==> config.mk <==
export PLATFORM = sky130hd
export DESIGN_NAME = sohc_ram
export DESIGN_NICKNAME = d
export VERILOG_FILES = /design/src/hw/rtl/sohc_ram.sv
export SDC_FILE = /design/constraint.sdc
export NUM_CORES = 2
export LEC_CHECK = 0
export BUFFER_PORTS_ARGS = -buffer_cell sky130_fd_sc_hd__clkbuf_2
export CAP_MARGIN = 10
export CELL_PAD_IN_SITES_DETAIL_PLACEMENT = 0
export CELL_PAD_IN_SITES_GLOBAL_PLACEMENT = 1
export CORE_ASPECT_RATIO = 1.25
export CORE_UTILIZATION = 55
export CTS_BUF_LIST = sky130_fd_sc_hd__clkbuf_4 sky130_fd_sc_hd__clkbuf_8
export DETAILED_ROUTE_END_ITERATION = 7
export PLACE_DENSITY_LB_ADDON = 0.1
export SYNTH_ARGS = -nofsm -noshare
export SYNTH_HDL_FRONTEND = slang
export SYNTH_SLANG_ARGS = --single-unit
==> constraint.sdc <==
create_clock -name clk -period 2.8 [get_ports clk]
set_input_delay 0.56 -clock clk [delete_from_list [all_inputs] [get_ports clk]]
set_output_delay 0.56 -clock clk [all_outputs]
set_load 0.1 [all_outputs]
==> src/hw/rtl/sohc_ram.sv <==
// Generic single-port-write, single-read RAM with registered read.
// No dependencies.
module sohc_ram #(
    parameter int WIDTH = 8,
    parameter int DEPTH = 256
) (
    input  logic                     clk,
    input  logic                     we,
    input  logic [$clog2(DEPTH)-1:0] waddr,
    input  logic [WIDTH-1:0]         wdata,
    input  logic [$clog2(DEPTH)-1:0] raddr,
    output logic [WIDTH-1:0]         rdata
);
    logic [WIDTH-1:0] mem [DEPTH];

    always_ff @(posedge clk)
    begin
        if (we)
        begin
            mem[waddr] <= wdata;
        end
        rdata <= mem[raddr];
    end
endmodule

==> results_dict.tcl <==
set metrics [dict create \
    m1WireLength_mm 79.16 \
    fin_crit_sh_pct 95.41 \
    cp-end-kind "flop" \
    rr_startpoint "mem[87][2]$_DFFE_PP_" \
    cts_tree "built" \
    hold_buffers 0 \
    finClkSkew_ns 0.05549 \
    die_h_um 427.2 \
    num_io_pins 34 \
    worstPathMaxFanout 20 \
    cp.required_ns 3.64 \
    hold_viol 0 \
    numPortBuffers 33 \
    ff2ff_path_depth 6 \
    cts_htree_levels 5 \
    p_int_uw 48550 \
    critPathArrivalTime_ns 3.51 \
    hp-class "input pin to flop" \
    finalPower_uw 62210 \
    gp_congestion 0.8766 \
    clockPowerShare_pct 39.3 \
    combinationalPowerShare_pct 6.1 \
    rows 155 \
    power_density_mw_per_mm2 666.4 \
    syn-cell-area_mm2 0.07956 \
    rrSetupSlack_ns 0.16 \
    fill_cells 9592 \
    wl_per_cell_um 30.77 \
    path_class "input pin to flop" \
    grt_overflow 0 \
    max_freq_mhz 374.3 \
    grt_pass1_wl_mm 298.4 \
    worst_pin_slew_ns 1.082 \
    dr_wl_met3_mm 17.10 \
    ys_types 55 \
    start_util_pct 55.59 \
    core_mm2 0.1431 \
    max_stage_delay_ns 0.82 \
    top_layer_used "met5" \
    hpwl_mm 136.2 \
    timing.rr.end "rdata[2]$_DFF_P_" \
    ant_nets 0 \
    max-cap-violations 0 \
    stdcell_area_mm2 0.09336 \
    ir_drop_mv 0.4823 \
    maxSlewViolCount 0 \
    swShare_pct 21.96 \
    synth_edf_count 2048 \
    postSynthCellCount 3733 \
    place_area_mm2 0.08722 \
    vias 41760 \
    postCtsSetupRepairBufs 0 \
    synth_area_per_cell_um2 21.31 \
    grt_setup_unrepaired "false" \
    p_leak_uw 0.03069 \
    cp_slowest_cell "nor4_1" \
    grt_max_degree 94 \
    critPathLaunch "raddr[0]" \
    area_growth_pct 17.35 \
    ys_ff_latch 2056 \
    yosysSeqAreaShare_pct 77.50 \
    clk_latency_ns 1.04 \
    status "finished, violations left" \
    antenna_found_initial 16 \
    num-nets-final 4598 \
    track_usage_pct 28.78 \
    clockRootBuffer "clkbuf_8" \
    wl_met2_mm 102.6 \
    postSynth.asyncResetShare_pct 0 \
    yosys_most_used_dff "edfxtp_1" \
    power_switching_uw 13660 \
    p_seq_share_pct 54.6 \
    syn_nets 3759 \
    viasPerCell 6.245 \
    clk_path_buf_depth 4 \
    tns_ns 0 \
    endpoint "rdata[4]$_DFF_P_" \
    seqCellArea_mm2 0.06166 \
    clkSlewWorstSetupHoldPaths_ns 0.06 \
    cp_cell_sequence "buf_8 -> buf_12 -> buf_12 -> buf_12 -> buf_4 -> mux4_2 -> a22oi_1 -> a21oi_1 -> buf_4 -> nor4_1 -> nor4_1" \
    violations "DRC" \
    critPathTopFamily "buffers and inverters" \
    path_buf_inv 6 \
    cpMostUsedCell "buf_12" \
    final_layout_size_suffix_gt1_share_pct 35.60 \
    dieArea_mm2 0.1462 \
    cts_buffers 326 \
    routed_wl_mm 205.7 \
    startpoint_type "input pin" \
    drt_iter0_drc 4891 \
    multiInputGateArea_mm2 0.01649 \
    min_period_ns 2.672 \
    drcViolationCount 4 \
    die_width_um 342.2 \
    crit_cells 11 \
    slew_headroom_pct 27.23 \
    first_pass_iters 8 \
    numClockSinks 2056 \
    yosysWarnings 0 \
    finalNonFillerCells 6686 \
    grt_pass1_vias 43470 \
    setup_violations 0 \
    dpl.cell_count 6127 \
]
how the worst min path moves through the flow:
stage	end	start	cells after the start	slack [ns]
final	mem[136][2]$_DFFE_PP_	wdata[2]	1	0.1
after CTS	mem[27][5]$_DFFE_PP_	wdata[5]	1	0.05
after global placement	rdata[0]$_DFF_P_	mem[14][0]$_DFFE_PP_	5	1.05
after global routing	mem[27][5]$_DFFE_PP_	wdata[5]	1	0.07
after detailed placement	rdata[0]$_DFF_P_	mem[14][0]$_DFFE_PP_	5	1.06
after floorplan	mem[0][0]$_DFFE_PP_	wdata[0]	0	0.66
metal layers:
| layer | vias to the layer above | global-route usage (%) |
|---|---|---|
| li1 | 17400 | - |
| met1 | 21990 | 38.86 |
| met2 | 1983 | 47.11 |
| met3 | 388 | 5.686 |
| met4 | 4 | 10.13 |
| met5 | - | 0 |
final cells by class:
cell class                      instances  area share [%]
Tap cell                             1884           2.525
Antenna cell                            4         0.01072
Clock buffer                          427           5.692
Multi-Input combinational cell       1442           17.67
Inverter                                2        0.008041
Clock inverter                        127          0.8551
Sequential cell                      2056           66.05
Timing Repair Buffer                  744           7.197
sequential cells by signal, summed over array words and instances (netlist names):
name,flops
mem,2048
rdata,8
cell usage after synthesis (24+ instances only):
library cell,n,share of area (%)
mux4_2,454,13
nand2_1,33,0.16
a21oi_1,96,0.60
nand3_1,34,0.21
edfxtp_1,2048,77
a22oi_1,133,1.3
clkbuf_1,111,0.52
nor2_1,282,1.3
mux2i_1,134,1.7
buf_2,31,0.20
nor4_1,24,0.19
buf_4,27,0.25
nor2b_1,31,0.24
o221ai_1,46,0.51
o22ai_1,28,0.22
timing repair:
| item | CTS | global route |
|---|---|---|
| setup endpoints to repair | 2 | 0 |
| endpoints found under the hold margin | 0 | 0 |
| resized for setup | 2 | 0 |
kinds of logic after synthesis:
logic type	synth area share, %
flops	77.50
mux	14.62
simple gates	2.628
compound gates	3.419
buf+inv	1.831
cell usage in the layout (no fill, tap or decap), drive strengths merged, types with 31 or more instances in the layout:
master  instances
a22oi         133
nor2b          31
a21oi          96
nand3          34
nand2          33
o221ai         47
mux4          456
nor2          282
clkbuf        456
edfxtp       2048
mux2i         134
clkinv        112
buf           715
metrics by stage:
| step | setup slack, ns | hold WS, ns | utilization (%) |
|---|---|---|---|
| 2_1_floorplan | 0.3021 | 0.6589 | - |
| 6_report | 0.1285 | 0.09633 | 65.23 |
| 5_1_grt | 0.05402 | 0.06716 | 65.23 |
| 3_5_place_dp | -1.108 | 1.060 | 60.94 |
| 4_1_cts | 0.007527 | 0.04707 | 65.22 |
| 3_3_place_gp | -1.138 | 1.050 | 60.94 |
power by group through the flow:
stage                     sequential, uW  clock, uW  combinational, uW
after floorplan                    34800          0               1650
after global placement             34600          0               3710
after detailed placement           34600          0               3780
after CTS                          34000      24900               3790
after global routing               34000      26200               3960
final                              34000      24400               3780
No activity file was read; power rests on OpenSTA's default activity.
